==> src/cdconv_pkg.sv <==
// Shared widths, constants and small tables of the civil date converter.
// Used by the channel interfaces, both datapaths and the top level.
// No dependencies.
package cdconv_pkg;

  // Field widths of the channel words.
  localparam int OffsetW = 25;
  localparam int YearW   = 16;
  localparam int MonthW  = 4;
  localparam int DayW    = 5;

  // Action codes.
  localparam logic ActToDate = 1'b0;
  localparam logic ActToDays = 1'b1;

  // Reset value of the epoch register: 2026-01-01.
  localparam int EpochReset = 20454;

  // Calendar constants of the era / year-of-era method.
  localparam int DaysTo1970  = 719468;
  localparam int DaysPerEra  = 146097;
  localparam int DaysPerYear = 365;
  localparam int YearsPerEra = 400;

  // Pipeline depth in front of the output register.
  localparam int NumStages = 12;
  typedef logic [NumStages:1] stage_en_t;

  // Day number to date: the day count is biased by whole eras so that it is
  // never negative, then divided by reciprocal multiplication.
  localparam int EraBiasA  = 256;
  localparam int ZbW       = 27;
  localparam int ZbBias    = DaysTo1970 + EraBiasA * DaysPerEra;
  localparam int RecipEra  = (1 << ZbW) / DaysPerEra;
  localparam int RecipEraW = 10;
  localparam int EraW      = 9;
  localparam int RemEraW   = 19;
  localparam int DoeW      = 18;
  localparam int Recip1460 = (1 << DoeW) / 1460;
  localparam int Recip365  = (1 << DoeW) / DaysPerYear;
  localparam int YoeW      = 9;
  localparam int DoyW      = 9;
  localparam int YearFullW = 19;

  // Date to day number: the year is biased by whole eras in the same way.
  localparam int EraBiasB  = 128;
  localparam int YbW       = 17;
  localparam int YearBiasB = EraBiasB * YearsPerEra;
  localparam int Recip400  = (1 << YbW) / YearsPerEra;
  localparam int IntW      = 28;

  // First day of each month of the March-based year; entry 12 lies past
  // the end of the year and is reached only by month code 15.
  function automatic logic [DoyW-1:0] month_start(input logic [MonthW-1:0] mp);
    logic [DoyW-1:0] start;
    case (mp)
      4'd0:    start = 9'd0;
      4'd1:    start = 9'd31;
      4'd2:    start = 9'd61;
      4'd3:    start = 9'd92;
      4'd4:    start = 9'd122;
      4'd5:    start = 9'd153;
      4'd6:    start = 9'd184;
      4'd7:    start = 9'd214;
      4'd8:    start = 9'd245;
      4'd9:    start = 9'd275;
      4'd10:   start = 9'd306;
      4'd11:   start = 9'd337;
      4'd12:   start = 9'd367;
      default: start = 9'd0;
    endcase
    return start;
  endfunction

  // Days from the start of the era to the start of year yoe (0..399).
  function automatic logic [DoeW-1:0] days_before_year(input logic [YoeW-1:0] yoe);
    logic [1:0] cent;
    cent = 2'(yoe >= 9'd100) + 2'(yoe >= 9'd200) + 2'(yoe >= 9'd300);
    return DoeW'(yoe) * DoeW'(DaysPerYear) + DoeW'(yoe >> 2) - DoeW'(cent);
  endfunction

endpackage

==> src/cdconv_ifs.sv <==
// Valid/ready channel interfaces of the civil date converter.
// Depends on cdconv_pkg for the field widths.
interface cdconv_in_if import cdconv_pkg::*; ();
  logic                      valid;
  logic                      ready;
  logic                      action;
  logic signed [OffsetW-1:0] day_offset;
  logic signed [YearW-1:0]   year_in;
  logic [MonthW-1:0]         month_in;
  logic [DayW-1:0]           day_in;

  modport source (output valid, action, day_offset, year_in, month_in, day_in,
                  input ready);
  modport sink   (input valid, action, day_offset, year_in, month_in, day_in,
                  output ready);
endinterface

interface cdconv_out_if import cdconv_pkg::*; ();
  logic                      valid;
  logic                      ready;
  logic signed [YearW-1:0]   year_out;
  logic [MonthW-1:0]         month_out;
  logic [DayW-1:0]           day_out;
  logic signed [OffsetW-1:0] offset_out;
  logic                      range_error;

  modport source (output valid, year_out, month_out, day_out, offset_out, range_error,
                  input ready);
  modport sink   (input valid, year_out, month_out, day_out, offset_out, range_error,
                  output ready);
endinterface

==> src/cdconv_days2date.sv <==
// Twelve-stage datapath that turns a day offset from the epoch into a civil date.
// Depends on cdconv_pkg; stage loads come from the top level's valid chain.
module cdconv_days2date import cdconv_pkg::*; (
  input  logic                      clk_i,
  input  stage_en_t                 en_i,
  input  logic signed [OffsetW-1:0] epoch_i,
  input  logic signed [OffsetW-1:0] day_offset_i,
  output logic signed [YearW-1:0]   year_o,
  output logic [MonthW-1:0]         month_o,
  output logic [DayW-1:0]           day_o,
  output logic                      err_o
);

  // Stage registers.
  logic [ZbW-1:0]                zb1_q, zb2_q;
  logic [EraW-1:0]               qe2_q, qe3_q, era4_q;
  logic [RemEraW-1:0]            r3_q;
  logic [DoeW-1:0]               doe4_q, doe5_q, doe6_q, doe7_q, doe8_q, doe9_q, doe10_q;
  logic [6:0]                    q1460e5_q, q1460e6_q;
  logic [1:0]                    k5_q, k6_q;
  logic [11:0]                   r1460_6_q;
  logic [DoeW-1:0]               n7_q, n8_q;
  logic [YoeW-1:0]               ye8_q, ye9_q, yoe10_q, yoe11_q, yoe12_q;
  logic [9:0]                    r365_9_q;
  logic [DoyW-1:0]               doy11_q, doy12_q;
  logic [MonthW-1:0]             mp12_q;
  logic signed [YearFullW-1:0]   eray5_q, eray6_q, eray7_q, eray8_q, eray9_q, eray10_q;
  logic signed [YearFullW-1:0]   eray11_q, eray12_q;

  // Next values.
  logic [ZbW-1:0]                zb1_d;
  logic [ZbW+RecipEraW-1:0]      era_prod;
  logic [EraW-1:0]               qe2_d;
  logic [ZbW-1:0]                rem_era;
  logic                          era_ge;
  logic [DoeW-1:0]               doe4_d;
  logic [EraW-1:0]               era4_d;
  logic [DoeW+7:0]               prod1460;
  logic [2:0]                    c36524;
  logic [1:0]                    k5_d;
  logic signed [YearFullW-1:0]   era_s, eray5_d;
  logic [DoeW-1:0]               rem1460;
  logic [6:0]                    q1460;
  logic [DoeW-1:0]               n7_d;
  logic [DoeW+9:0]               prod365;
  logic [DoeW-1:0]               rem365;
  logic [YoeW-1:0]               yoe10_d;
  logic [DoeW-1:0]               doy_full;
  logic [MonthW-1:0]             mp_d;
  logic [DoyW-1:0]               day_full;
  logic                          early;
  logic signed [YearFullW-1:0]   year_full;

  always_comb begin
    zb1_d = {{(ZbW-OffsetW){epoch_i[OffsetW-1]}}, epoch_i}
          + {{(ZbW-OffsetW){day_offset_i[OffsetW-1]}}, day_offset_i}
          + ZbW'(ZbBias);

    // The reciprocal estimate is low by at most one; stage 4 corrects it.
    era_prod = (ZbW+RecipEraW)'(zb1_q) * (ZbW+RecipEraW)'(RecipEra);
    qe2_d    = era_prod[ZbW+EraW-1:ZbW];

    rem_era = zb2_q - ZbW'(qe2_q) * ZbW'(DaysPerEra);

    era_ge = (r3_q >= RemEraW'(DaysPerEra));
    doe4_d = era_ge ? DoeW'(r3_q - RemEraW'(DaysPerEra)) : DoeW'(r3_q);
    era4_d = qe3_q + EraW'(era_ge);

    prod1460 = (DoeW+8)'(doe4_q) * (DoeW+8)'(Recip1460);
    c36524   = 3'(doe4_q >= 18'd36524) + 3'(doe4_q >= 18'd73048)
             + 3'(doe4_q >= 18'd109572) + 3'(doe4_q >= 18'd146096);
    // doe never exceeds 146096, so doe/146096 is one only at that value.
    k5_d     = 2'(c36524 - 3'(doe4_q == 18'd146096));
    era_s    = YearFullW'(era4_q) - YearFullW'(EraBiasA);
    eray5_d  = era_s * YearFullW'(YearsPerEra);

    rem1460 = doe5_q - DoeW'(q1460e5_q) * DoeW'(1460);

    q1460 = q1460e6_q + 7'(r1460_6_q >= 12'd1460);
    n7_d  = doe6_q - DoeW'(q1460) + DoeW'(k6_q);

    prod365 = (DoeW+10)'(n7_q) * (DoeW+10)'(Recip365);

    rem365 = n8_q - DoeW'(ye8_q) * DoeW'(DaysPerYear);

    yoe10_d = ye9_q + YoeW'(r365_9_q >= 10'd365);

    doy_full = doe10_q - days_before_year(yoe10_q);

    mp_d = '0;
    for (int i = 1; i <= 11; i++) begin
      mp_d = mp_d + MonthW'(doy11_q >= month_start(MonthW'(i)));
    end
  end

  always_ff @(posedge clk_i) begin
    if (en_i[1]) begin
      zb1_q <= zb1_d;
    end
    if (en_i[2]) begin
      zb2_q <= zb1_q;
      qe2_q <= qe2_d;
    end
    if (en_i[3]) begin
      r3_q  <= rem_era[RemEraW-1:0];
      qe3_q <= qe2_q;
    end
    if (en_i[4]) begin
      doe4_q <= doe4_d;
      era4_q <= era4_d;
    end
    if (en_i[5]) begin
      doe5_q    <= doe4_q;
      q1460e5_q <= prod1460[DoeW+6:DoeW];
      k5_q      <= k5_d;
      eray5_q   <= eray5_d;
    end
    if (en_i[6]) begin
      doe6_q    <= doe5_q;
      q1460e6_q <= q1460e5_q;
      r1460_6_q <= rem1460[11:0];
      k6_q      <= k5_q;
      eray6_q   <= eray5_q;
    end
    if (en_i[7]) begin
      doe7_q  <= doe6_q;
      n7_q    <= n7_d;
      eray7_q <= eray6_q;
    end
    if (en_i[8]) begin
      doe8_q  <= doe7_q;
      n8_q    <= n7_q;
      ye8_q   <= prod365[DoeW+YoeW-1:DoeW];
      eray8_q <= eray7_q;
    end
    if (en_i[9]) begin
      doe9_q   <= doe8_q;
      ye9_q    <= ye8_q;
      r365_9_q <= rem365[9:0];
      eray9_q  <= eray8_q;
    end
    if (en_i[10]) begin
      doe10_q  <= doe9_q;
      yoe10_q  <= yoe10_d;
      eray10_q <= eray9_q;
    end
    if (en_i[11]) begin
      doy11_q  <= doy_full[DoyW-1:0];
      yoe11_q  <= yoe10_q;
      eray11_q <= eray10_q;
    end
    if (en_i[12]) begin
      doy12_q  <= doy11_q;
      mp12_q   <= mp_d;
      yoe12_q  <= yoe11_q;
      eray12_q <= eray11_q;
    end
  end

  // Final step, registered in the top level's output register.
  always_comb begin
    day_full  = doy12_q - month_start(mp12_q) + 9'd1;
    early     = (mp12_q >= 4'd10);
    year_full = eray12_q + YearFullW'(yoe12_q) + YearFullW'(early);
    day_o     = day_full[DayW-1:0];
    month_o   = early ? mp12_q - 4'd9 : mp12_q + 4'd3;
    year_o    = year_full[YearW-1:0];
    err_o     = (year_full < -32768) || (year_full > 32767);
  end

endmodule

==> src/cdconv_date2days.sv <==
// Datapath that turns a civil date into a day offset from the epoch; the result
// is ready after seven stages and rides along to stage twelve. Depends on cdconv_pkg.
module cdconv_date2days import cdconv_pkg::*; (
  input  logic                      clk_i,
  input  stage_en_t                 en_i,
  input  logic signed [OffsetW-1:0] epoch_i,
  input  logic signed [YearW-1:0]   year_i,
  input  logic [MonthW-1:0]         month_i,
  input  logic [DayW-1:0]           day_i,
  output logic signed [OffsetW-1:0] offset_o,
  output logic                      err_o
);

  localparam int DoneStage = 7;

  logic [YbW-1:0]              yb1_q, yb2_q;
  logic [MonthW-1:0]           mterm1_q;
  logic [DayW-1:0]             day1_q;
  logic [7:0]                  qy2_q, qy3_q, erab4_q;
  logic signed [9:0]           doy2_q, doy3_q, doy4_q, doy5_q;
  logic [9:0]                  ry3_q;
  logic [YoeW-1:0]             yoe4_q;
  logic [DoeW-1:0]             pday5_q;
  logic signed [IntW-1:0]      eraprod5_q, kofs5_q, doe6_q, base6_q;
  logic [OffsetW-1:0]          offc_q [DoneStage:NumStages];
  logic                        errc_q [DoneStage:NumStages];

  logic                        early;
  logic [YbW-1:0]              yb1_d;
  logic [MonthW-1:0]           mterm1_d;
  logic [YbW+8:0]              prod400;
  logic signed [9:0]           doy2_d;
  logic [YbW-1:0]              rem400;
  logic                        yr_ge;
  logic [9:0]                  yoe_wide;
  logic signed [8:0]           era_s;
  logic signed [IntW-1:0]      era_ext, eraprod_d, kofs_d, doe_d, base_d, off_d;
  logic                        err_d;

  always_comb begin
    // January and February count as the end of the previous March-based year.
    early    = (month_i <= 4'd2);
    yb1_d    = {year_i[YearW-1], year_i} + YbW'(YearBiasB) - YbW'(early);
    mterm1_d = early ? month_i + 4'd9 : month_i - 4'd3;

    prod400 = (YbW+9)'(yb1_q) * (YbW+9)'(Recip400);
    doy2_d  = 10'(month_start(mterm1_q)) + 10'(day1_q) - 10'd1;

    rem400 = yb2_q - YbW'(qy2_q) * YbW'(YearsPerEra);

    yr_ge    = (ry3_q >= 10'd400);
    yoe_wide = yr_ge ? ry3_q - 10'd400 : ry3_q;

    era_s     = 9'(erab4_q) - 9'(EraBiasB);
    era_ext   = {{(IntW-9){era_s[8]}}, era_s};
    eraprod_d = era_ext * IntW'(DaysPerEra);
    kofs_d    = {{(IntW-OffsetW){epoch_i[OffsetW-1]}}, epoch_i} + IntW'(DaysTo1970);

    doe_d  = IntW'(pday5_q) + {{(IntW-10){doy5_q[9]}}, doy5_q};
    base_d = eraprod5_q - kofs5_q;

    off_d = base6_q + doe6_q;
    err_d = (off_d < -(1 << (OffsetW-1))) || (off_d > (1 << (OffsetW-1)) - 1);
  end

  always_ff @(posedge clk_i) begin
    if (en_i[1]) begin
      yb1_q    <= yb1_d;
      mterm1_q <= mterm1_d;
      day1_q   <= day_i;
    end
    if (en_i[2]) begin
      yb2_q  <= yb1_q;
      qy2_q  <= prod400[YbW+7:YbW];
      doy2_q <= doy2_d;
    end
    if (en_i[3]) begin
      ry3_q  <= rem400[9:0];
      qy3_q  <= qy2_q;
      doy3_q <= doy2_q;
    end
    if (en_i[4]) begin
      yoe4_q  <= yoe_wide[YoeW-1:0];
      erab4_q <= qy3_q + 8'(yr_ge);
      doy4_q  <= doy3_q;
    end
    if (en_i[5]) begin
      pday5_q    <= days_before_year(yoe4_q);
      eraprod5_q <= eraprod_d;
      kofs5_q    <= kofs_d;
      doy5_q     <= doy4_q;
    end
    if (en_i[6]) begin
      doe6_q  <= doe_d;
      base6_q <= base_d;
    end
    if (en_i[DoneStage]) begin
      offc_q[DoneStage] <= off_d[OffsetW-1:0];
      errc_q[DoneStage] <= err_d;
    end
    for (int k = DoneStage + 1; k <= NumStages; k++) begin
      if (en_i[k]) begin
        offc_q[k] <= offc_q[k-1];
        errc_q[k] <= errc_q[k-1];
      end
    end
  end

  assign offset_o = offc_q[NumStages];
  assign err_o    = errc_q[NumStages];

endmodule

==> src/civil_date_day_number_converter.sv <==
// Proleptic Gregorian date converter. Action 0 adds the signed day offset of the
// input word to the epoch day number (counted from 1970-01-01) and returns year,
// month and day; action 1 turns year, month and day into a day offset from the
// epoch. Every word yields one result word. The block takes one word per clock
// when ready into twelve register stages of constant-reciprocal division and
// correction steps, then the output register. Each stage loads whenever it is
// empty or the stage after it moves, so an output stall stops only full stages
// and empty ones keep filling. The user must write the epoch register through
// cfg_we_i while no word is in flight; the block itself does not enforce it.
module civil_date_day_number_converter import cdconv_pkg::*; (
  input  logic               clk_i,
  input  logic               rst_ni,
  input  logic               cfg_we_i,
  input  logic [OffsetW-1:0] cfg_wdata_i,
  cdconv_in_if.sink          in_i,
  cdconv_out_if.source       out_o
);

  logic signed [OffsetW-1:0] epoch_q;
  logic [NumStages:1]        vld_q;
  logic [NumStages:1]        act_q;
  stage_en_t                 ld;
  logic                      ld_out;

  logic                      out_valid_q;
  logic signed [YearW-1:0]   year_q;
  logic [MonthW-1:0]         month_q;
  logic [DayW-1:0]           day_q;
  logic signed [OffsetW-1:0] offset_q;
  logic                      err_q;

  logic signed [YearW-1:0]   a_year;
  logic [MonthW-1:0]         a_month;
  logic [DayW-1:0]           a_day;
  logic                      a_err;
  logic signed [OffsetW-1:0] b_offset;
  logic                      b_err;

  always_ff @(posedge clk_i or negedge rst_ni) begin
    if (!rst_ni) begin
      epoch_q <= OffsetW'(EpochReset);
    end else if (cfg_we_i) begin
      epoch_q <= cfg_wdata_i;
    end
  end

  // Load enables run back from the output register through the valid bits.
  always_comb begin
    ld_out         = !out_valid_q || out_o.ready;
    ld[NumStages]  = !vld_q[NumStages] || ld_out;
    for (int k = NumStages - 1; k >= 1; k--) begin
      ld[k] = !vld_q[k] || ld[k+1];
    end
  end

  assign in_i.ready = ld[1];

  always_ff @(posedge clk_i or negedge rst_ni) begin
    if (!rst_ni) begin
      vld_q       <= '0;
      out_valid_q <= 1'b0;
    end else begin
      if (ld[1]) begin
        vld_q[1] <= in_i.valid;
      end
      for (int k = 2; k <= NumStages; k++) begin
        if (ld[k]) begin
          vld_q[k] <= vld_q[k-1];
        end
      end
      if (ld_out) begin
        out_valid_q <= vld_q[NumStages];
      end
    end
  end

  always_ff @(posedge clk_i) begin
    if (ld[1]) begin
      act_q[1] <= in_i.action;
    end
    for (int k = 2; k <= NumStages; k++) begin
      if (ld[k]) begin
        act_q[k] <= act_q[k-1];
      end
    end
  end

  cdconv_days2date u_days2date (
    .clk_i        (clk_i),
    .en_i         (ld),
    .epoch_i      (epoch_q),
    .day_offset_i (in_i.day_offset),
    .year_o       (a_year),
    .month_o      (a_month),
    .day_o        (a_day),
    .err_o        (a_err)
  );

  cdconv_date2days u_date2days (
    .clk_i    (clk_i),
    .en_i     (ld),
    .epoch_i  (epoch_q),
    .year_i   (in_i.year_in),
    .month_i  (in_i.month_in),
    .day_i    (in_i.day_in),
    .offset_o (b_offset),
    .err_o    (b_err)
  );

  // Output register; the fields that the action does not produce read as zero.
  always_ff @(posedge clk_i) begin
    if (ld_out) begin
      if (act_q[NumStages] == ActToDate) begin
        year_q   <= a_year;
        month_q  <= a_month;
        day_q    <= a_day;
        offset_q <= '0;
        err_q    <= a_err;
      end else begin
        year_q   <= '0;
        month_q  <= '0;
        day_q    <= '0;
        offset_q <= b_offset;
        err_q    <= b_err;
      end
    end
  end

  assign out_o.valid       = out_valid_q;
  assign out_o.year_out    = year_q;
  assign out_o.month_out   = month_q;
  assign out_o.day_out     = day_q;
  assign out_o.offset_out  = offset_q;
  assign out_o.range_error = err_q;

  // An accepted word occupies the first stage on the next cycle.
  a_accept_enters: assert property (@(posedge clk_i) disable iff (!rst_ni)
    in_i.valid && in_i.ready |=> vld_q[1])
    else $error("accepted word did not enter the first stage");

  // A word waiting behind a stalled output register is held, not dropped.
  a_last_held: assert property (@(posedge clk_i) disable iff (!rst_ni)
    out_valid_q && !out_o.ready && vld_q[NumStages] |=> vld_q[NumStages])
    else $error("word in the last stage lost during an output stall");

  // A date result always has a real month and a day of at least one.
  a_date_fields: assert property (@(posedge clk_i) disable iff (!rst_ni)
    out_o.valid && out_o.month_out != 4'd0 |->
      out_o.month_out <= 4'd12 && out_o.day_out != 5'd0 && out_o.offset_out == '0)
    else $error("malformed date result word");

  // A nonzero offset comes only from action 1, whose date fields are zero.
  a_offset_fields: assert property (@(posedge clk_i) disable iff (!rst_ni)
    out_o.valid && out_o.offset_out != '0 |->
      out_o.year_out == '0 && out_o.month_out == 4'd0 && out_o.day_out == 5'd0)
    else $error("offset result word carries date fields");

endmodule

==> src/flat_wrapper.sv <==
// flat-port wrapper written by rule: the top's interface ports become plain ports
module civil_date_day_number_converter_flat import cdconv_pkg::*;
  (clk_i, rst_ni, cfg_we_i, cfg_wdata_i, in_i_valid, in_i_action, in_i_day_offset, in_i_year_in, in_i_month_in, in_i_day_in, in_i_ready, out_o_valid, out_o_year_out, out_o_month_out, out_o_day_out, out_o_offset_out, out_o_range_error, out_o_ready);
  cdconv_in_if in_i_i ();
  cdconv_out_if out_o_i ();
  input  logic clk_i;
  input  logic rst_ni;
  input  logic cfg_we_i;
  input  logic [OffsetW-1:0] cfg_wdata_i;
  input wire logic [$bits(in_i_i.valid)-1:0] in_i_valid;
  input wire logic [$bits(in_i_i.action)-1:0] in_i_action;
  input wire logic [$bits(in_i_i.day_offset)-1:0] in_i_day_offset;
  input wire logic [$bits(in_i_i.year_in)-1:0] in_i_year_in;
  input wire logic [$bits(in_i_i.month_in)-1:0] in_i_month_in;
  input wire logic [$bits(in_i_i.day_in)-1:0] in_i_day_in;
  output wire logic [$bits(in_i_i.ready)-1:0] in_i_ready;
  output wire logic [$bits(out_o_i.valid)-1:0] out_o_valid;
  output wire logic [$bits(out_o_i.year_out)-1:0] out_o_year_out;
  output wire logic [$bits(out_o_i.month_out)-1:0] out_o_month_out;
  output wire logic [$bits(out_o_i.day_out)-1:0] out_o_day_out;
  output wire logic [$bits(out_o_i.offset_out)-1:0] out_o_offset_out;
  output wire logic [$bits(out_o_i.range_error)-1:0] out_o_range_error;
  input wire logic [$bits(out_o_i.ready)-1:0] out_o_ready;
  assign in_i_i.valid = in_i_valid;
  assign in_i_i.action = in_i_action;
  assign in_i_i.day_offset = in_i_day_offset;
  assign in_i_i.year_in = in_i_year_in;
  assign in_i_i.month_in = in_i_month_in;
  assign in_i_i.day_in = in_i_day_in;
  assign in_i_ready = in_i_i.ready;
  assign out_o_valid = out_o_i.valid;
  assign out_o_year_out = out_o_i.year_out;
  assign out_o_month_out = out_o_i.month_out;
  assign out_o_day_out = out_o_i.day_out;
  assign out_o_offset_out = out_o_i.offset_out;
  assign out_o_range_error = out_o_i.range_error;
  assign out_o_i.ready = out_o_ready;
  civil_date_day_number_converter u_core (.clk_i(clk_i), .rst_ni(rst_ni), .cfg_we_i(cfg_we_i), .cfg_wdata_i(cfg_wdata_i), .in_i(in_i_i), .out_o(out_o_i));
endmodule
==> config.mk <==
export PLATFORM = sky130hd
export DESIGN_NAME = civil_date_day_number_converter_flat
export DESIGN_NICKNAME = d
export VERILOG_FILES = /design/src/cdconv_pkg.sv /design/src/cdconv_ifs.sv /design/src/cdconv_days2date.sv /design/src/cdconv_date2days.sv /design/src/civil_date_day_number_converter.sv /design/src/flat_wrapper.sv
export SDC_FILE = /design/constraint.sdc
export NUM_CORES = 2
export LEC_CHECK = 0
export BUFFER_PORTS_ARGS = -buffer_cell sky130_fd_sc_hd__clkbuf_2
export CAP_MARGIN = 5
export CORE_MARGIN = 2
export CORE_UTILIZATION = 55
export CTS_CLUSTER_SIZE = 20
export DETAILED_ROUTE_END_ITERATION = 12
export PLACE_DENSITY = 0.76
export SLEW_MARGIN = 25
export SYNTH_ARGS = -nofsm -noshare
export SYNTH_HDL_FRONTEND = slang
export SYNTH_SLANG_ARGS = --single-unit
==> constraint.sdc <==
create_clock -name clk_i -period 10.1 [get_ports clk_i]
set_input_delay 1.01 -clock clk_i [delete_from_list [all_inputs] [get_ports clk_i]]
set_output_delay 1.01 -clock clk_i [all_outputs]
set_load 0.01 [all_outputs]
# Word-level counts from Yosys, hierarchy flattened
# Memory sizes are Yosys's and may differ from the RTL's. A register that Yosys moved wholly into a read port is not among the register bits.
# Cells that the tools add are included.
# Widths: inputs -> output; s select.
[classes] mul=12 magnitude_cmp=31 n_eq_ne=1 n_mux=19 add_sub_neg=55 reduce_logical=29
[op_table] cell="$ge 9x8->1 const B" n=6
[op_table] cell="$ge 9x9->1 const B" n=5
[op_table] cell="$ge 18x17->1 const B" n=2
[op_table] cell="$ge 9x7->1 const B" n=4
[op_table] cell="$mul 27x9->35 const B" n=1
[op_table] cell="$add 28x28->28" n=1
[op_table] cell="$add 4x1->4" n=7
[op_table] cell="$gt 28x25->1 const B" n=1
[op_table] cell="$lt 28x25->1 const B" n=1
[op_table] cell="$mul 9x19->28 const B" n=1
[op_table] cell="$sub 28x28->28" n=1
[op_table] cell="$add 27x26->27 const B" n=1
[op_table] cell="$add 25x21->26 const B" n=1
[op_table] cell="$add 25x25->26" n=1
[op_table] cell="$mul 18x9->26 const B" n=1
[op_table] cell="$mul 17x9->25 const B" n=1
[op_table] cell="$mul 18x8->25 const B" n=1
[op_table] cell="$add 19x10->20" n=1
[op_table] cell="$ge 10x9->1 const B" n=2
[op_table] cell="$sub 10x10->10" n=2
[op_table] cell="$add 19x1->19" n=1
[op_table] cell="$add 19x9->19" n=1
[op_table] cell="$ge 19x18->1 const B" n=1
[op_table] cell="$gt 19x16->1 const B" n=1
[op_table] cell="other kinds (53)" n=102
[word_totals] romBits=288 ff_bits=758 memories=4 ram_bits=156
[memory_table] name="u_core.u_date2days.offc_q" words=6 width=25 rd=6 rd_ports_with_merged_regs=1 wr=6 line_no="cdconv_date2days.sv:25" text="logic [OffsetW-1:0] offc_q [DoneStage:NumStages];"
[memory_table] name="(no name shown)" words=16 width=9 rd=1 rd_ports_with_merged_regs=1 wr=0 line_no="cdconv_pkg.sv:56" text="case (mp)"
[memory_table] name="(no name shown)" words=16 width=9 rd=1 rd_ports_with_merged_regs=1 wr=0 line_no="cdconv_pkg.sv:56"
[memory_table] name="u_core.u_date2days.errc_q" words=6 width=1 rd=6 rd_ports_with_merged_regs=0 wr=6 line_no="cdconv_date2days.sv:26" text="logic errc_q [DoneStage:NumStages];"

# Logic depth before layout (Yosys ltp)
[logic_depth] word_depth=15 ltp_mapped=24

# Cells and area by module
# A second synthesis with hierarchy kept.
[hier_totals] hier_cells=5211 hier_area_um2=63987.6
[by_module_without_submodules] module="cdconv_days2date" area_per_inst_um2=35176.2 instances=1 cells_per_inst=2994
[by_module_without_submodules] module="cdconv_date2days" area_per_inst_um2=25091.6 instances=1 cells_per_inst=1999
[by_module_without_submodules] module="civil_date_day_number_converter" area_per_inst_um2=3719.8 instances=1 cells_per_inst=218

# Least setup slack after synthesis
# OpenSTA, ideal clock, no wires.
[synth_path] path_type="input -> register" start="input port out_o_ready" end="register u_core.act_q[5] in the netlist's numbering (enable)" stages=6 t_arrival_ns=6.874 setup_slack_ns=1.560 setup_ns=1.666 path_buffers=0 required_ns=8.434 cell_sequence="nand2b_1 > nor2_2 > inv_2 > nor2_1 > and2_1 > nand4_1"
[synth_via] elab_chain_cells=9
[synth_rtl] item="from (decl)" line_no="flat_wrapper.sv:23" text="input wire logic [$bits(out_o_i.ready)-1:0] out_o_ready;"
[synth_rtl] item="$logic_or 1x1->1" line_no="civil_date_day_number_converter.sv:49" text="ld_out = !out_valid_q || out_o.ready;"
[synth_rtl] item="$logic_or 1x1->1" line_no="civil_date_day_number_converter.sv:50" text="ld[NumStages] = !vld_q[NumStages] || ld_out;"
[synth_rtl] item="$logic_or 1x1->1 (7 in series)" line_no="civil_date_day_number_converter.sv:52" text="ld[k] = !vld_q[k] || ld[k+1];"
[synth_rtl] item="via u_core.ld[4]" line_no="civil_date_day_number_converter.sv:22" text="stage_en_t ld;"
[synth_rtl] item="to (signal, indexed assignment)" line_no="civil_date_day_number_converter.sv:83" text="act_q[k] <= act_q[k-1];"
[synth_rtl] item="to (decl)" line_no="civil_date_day_number_converter.sv:21" text="logic [NumStages:1] act_q;"
# The timed path passes the listed nets, and every way through them passes these cells.
# A chain may end at the register's enable or synchronous reset.

# Worst setup path in the final report
[layout_path] start="register u_core.u_date2days.erab4_q[7]" end="register u_core.u_date2days.eraprod5_q[26], data pin"
[layout_via] elab_chain_cells=2
[layout_rtl] item="from (decl)" line_no="cdconv_date2days.sv:19" text="logic [7:0] qy2_q, qy3_q, erab4_q;"
[layout_rtl] item="from (signal assigned)" line_no="cdconv_date2days.sv:84" text="erab4_q <= qy3_q + 8'(yr_ge);"
[layout_rtl] item="$sub 8x8->9" line_no="cdconv_date2days.sv:54" text="era_s = 9'(erab4_q) - 9'(EraBiasB);"
[layout_rtl] item="$mul 9x19->28" line_no="cdconv_date2days.sv:56" text="eraprod_d = era_ext * IntW'(DaysPerEra);"
[layout_rtl] item="via u_core.u_date2days.eraprod_d[26]" line_no="cdconv_date2days.sv:37" text="logic signed [IntW-1:0] era_ext, eraprod_d, kofs_d, doe_d, base_d, off_d;"
[layout_rtl] item="to (signal assigned)" line_no="cdconv_date2days.sv:89" text="eraprod5_q <= eraprod_d;"
[layout_rtl] item="to (decl)" line_no="cdconv_date2days.sv:24" text="logic signed [IntW-1:0] eraprod5_q, kofs5_q, doe6_q, base6_q;"
# The timed path passes the listed nets, and every way through them passes these cells.

==> flow_summary.json <==
{
  "status": "complete, no violations",
  "drc_errors": 0,
  "clock_sinks": 941,
  "worst_ep_arrival_time_ns": 6.18,
  "clock_latency_ns": 0.68,
  "synthDistinctLibCells": 85,
  "grt_max_degree": 110,
  "antenna_found_initial": 0,
  "gr-total-overflow": 0,
  "io_buffers": 133,
  "clkTransAtPathRegs_ns": 0.06,
  "stdcell_area_um2": 69400,
  "start_util": 0.554,
  "clock_path_buffers": 3,
  "cts_root_buf": "clkbuf_16",
  "cpPeakStageDelay_ns": 0.60,
  "synth_edf_count": 889,
  "antenna_cells": 0,
  "crit_chain": "inv_1 > ha_1 > inv_1 > fa_1 > inv_1 > fa_1 > inv_1 > fa_1 > inv_1 > ha_1 > a21o_1 > a21oi_1 > o21ai_0 > nand3_1 > a31oi_1 > a41o_1 > or4_1 > a31oi_1 > nor2b_1 > o21bai_1 > xnor2_1",
  "cpMostUsedCell": "inv_1",
  "pin_count": 134,
  "synth-simple-area-share": 0.0531,
  "period_needed_ns": 5.78,
  "netlist_area_um2": 63300,
  "hpwl_um": 85200,
  "relSlewSlack": 0.333,
  "synth.net_count": 6543,
  "cts_made_buffers": 100,
  "path_class": "reg2reg",
  "cts_tree": "yes",
  "path_buf_inv": 5,
  "firstDrtPassIters": 5,
  "tns_ns": 0,
  "postPlaceCellArea_um2": 65900,
  "routed_wl_um": 109000,
  "synth-adder-area-share": 0.308,
  "skew_ns": 0.0410,
  "syn_avg_cell_area_um2": 12.3,
  "final_util": 0.607,
  "maxCapViolCount": 0,
  "worstMarginPinSlew_ns": 1.00,
  "n_fill_cell": 8811,
  "required_ns": 10.50,
  "crit_path_max_fanout": 11,
  "rsz0062_at_grt": "false",
  "synth_top_family_by_area": "adder cells",
  "htreeDepth": 3,
  "hold_viol": 0,
  "hp-class": "in2async",
  "via_count": 36100,
  "wl_per_cell_um": 15.6,
  "fmax_mhz": 173,
  "ctsResizeCount": 0,
  "synth-xor-area-share": 0.0547,
  "dieHeight_um": 343,
  "pre_cts_slack_ns": 4.09,
  "synth-warning-count": 0,
  "async_flop_share": 0.0404,
  "setup_slack_ns": 4.32,
  "syn_inst": 5155,
  "gp_congestion": 0.866,
  "muxShareOfSynthArea": 0.00643,
  "synth-seq-area-share": 0.442,
  "synth-compound-area-share": 0.0706,
  "cts_hold_buf": 0,
  "drv_slew": 0,
  "synth-main-ff-cell": "edfxtp_1",
  "viasPerCell": 5.17,
  "layout.nets": 6768,
  "synth_commonest_cells": "1081 x inv_1, 893 x ha_1, 889 x edfxtp_1",
  "min_period_over_period": 0.572,
  "cp_top_family": "adder cells",
  "area_growth_pct": 9.66,
  "synth.most_common_cell": "inv_1",
  "grt_pass1_vias": 37700,
  "num_rows": 124,
  "cp-start-kind": "flip-flop",
  "die_w_um": 343,
  "antenna_left": 0,
  "cts_setup_buffers": 0,
  "final_layout_size_suffix_gt1_frac": 0.0708,
  "finalSetupViolCount": 0,
  "grt_pass1_wl_um": 182000,
  "die_area_um2": 118000,
  "synth_area_leaders": "edfxtp_1 42%, ha_1 18%, fa_1 13%, inv_1 6.4%, xnor2_1 3.8%",
  "core_region_area_um2": 114000,
  "synth_top_area_cell": "edfxtp_1",
  "slowest_stage": "edfxtp_1",
  "drt-initial-drc-count": 1778,
  "synth_top_cell_area_share": 0.422,
  "synth-seq-cells": 941,
  "crit_path_end_kind": "flip-flop",
  "grt_usage": 0.191
}
[cells in the final DEF, fill, tap and decap left out, types with 132 or more instances in the layout]
cell type,netlist,layout
a21oi_1,218,218
fa_1,414,414
inv_1,1081,1077
nand2_1,135,132
ha_1,893,893
clkbuf_2,2,132
edfxtp_1,889,889
nor2_1,179,179
o21ai_0,138,138
xnor2_1,278,278
[routing by layer]
| layer | track usage | part of all wire | wire length [um] | up-vias |
|---|---|---|---|---|
| li1 | - | - | - | 17900 |
| met1 | 0.246 | 0.44 | 48200 | 17400 |
| met2 | 0.340 | 0.50 | 53900 | 583 |
| met3 | 0.0259 | 0.038 | 4160 | 145 |
| met4 | 0.0476 | 0.020 | 2220 | 0 |
| met5 | 0 | 0 | 0 | - |
[logic make-up (layout without fill, tap and decap cells)]
kind of cell             after synthesis  count (layout)
adder cells (fa/ha/maj)             1307            1307
XOR/XNOR                             394             394
AO/OA/AOI/OAI                        697             697
AND/OR/NAND/NOR                      671             671
multiplexers                          37              37
flip-flops                           941             941
buffers and inverters               1108            1416
[state kept, by name (all words and copies together), names as in the netlist, 19 cells and up, named ones only]
name and flops:
u_core.u_date2days.doe6_q 20, u_core.u_days2date.zb1_q 27, u_core.u_date2days.base6_q 28, u_core.u_date2days.kofs5_q 26, u_core.u_days2date.r3_q 19, u_core.out_o.offset_out 25, u_core.epoch_q 25, u_core.u_date2days.eraprod5_q 28
u_core.u_date2days.offc_q 150, u_core.u_days2date.zb2_q 19
[through the flow]
step                hold WS, ns  cells
detailed placement        0.405   6789
CTS                       0.358   6974
finish                    0.382   6975
global route              0.388   6975
floorplan                 0.400   5155
global placement          0.401   6789
[final cells by class]
cell class,instances,area (um2),share of cell area
Multi-Input combinational cell,3106,31200,0.450
Sequential cell,941,27900,0.403
Tap cell,1512,1890,0.0273
Clock buffer,140,2870,0.0414
Clock inverter,45,609,0.00878
Inverter,1083,4070,0.0586
Timing Repair Buffer,148,797,0.0115
[path summary, 6_finish.rpt]
| path | endpoint | from | depth (start not counted) | slack, ns |
|---|---|---|---|---|
| max | u_core.u_date2days.eraprod5_q[26]$_DFFE_PP_ | u_core.u_date2days.erab4_q[7]$_DFFE_PP_ | 21 | 4.32 |
| min in group clk_i | u_core.act_q[6]$_DFFE_PP_ | u_core.act_q[5]$_DFFE_PP_ | 0 | 0.40 |
| min reg2reg | u_core.act_q[6]$_DFFE_PP_ | u_core.act_q[5]$_DFFE_PP_ | 0 | 0.40 |
| min | u_core.epoch_q[23]$_DFFE_PN0P_ | rst_ni | 1 | 0.38 |
| max reg2reg | u_core.u_date2days.eraprod5_q[26]$_DFFE_PP_ | u_core.u_date2days.erab4_q[7]$_DFFE_PP_ | 21 | 4.32 |
| max in group asynchronous | u_core.vld_q[2]$_DFFE_PN0P_ | rst_ni | 1 | 9.27 |
Power is left out: the tool's default activity adds up to more than one toggle a clock period on the data nets, which glitch-free logic cannot reach.
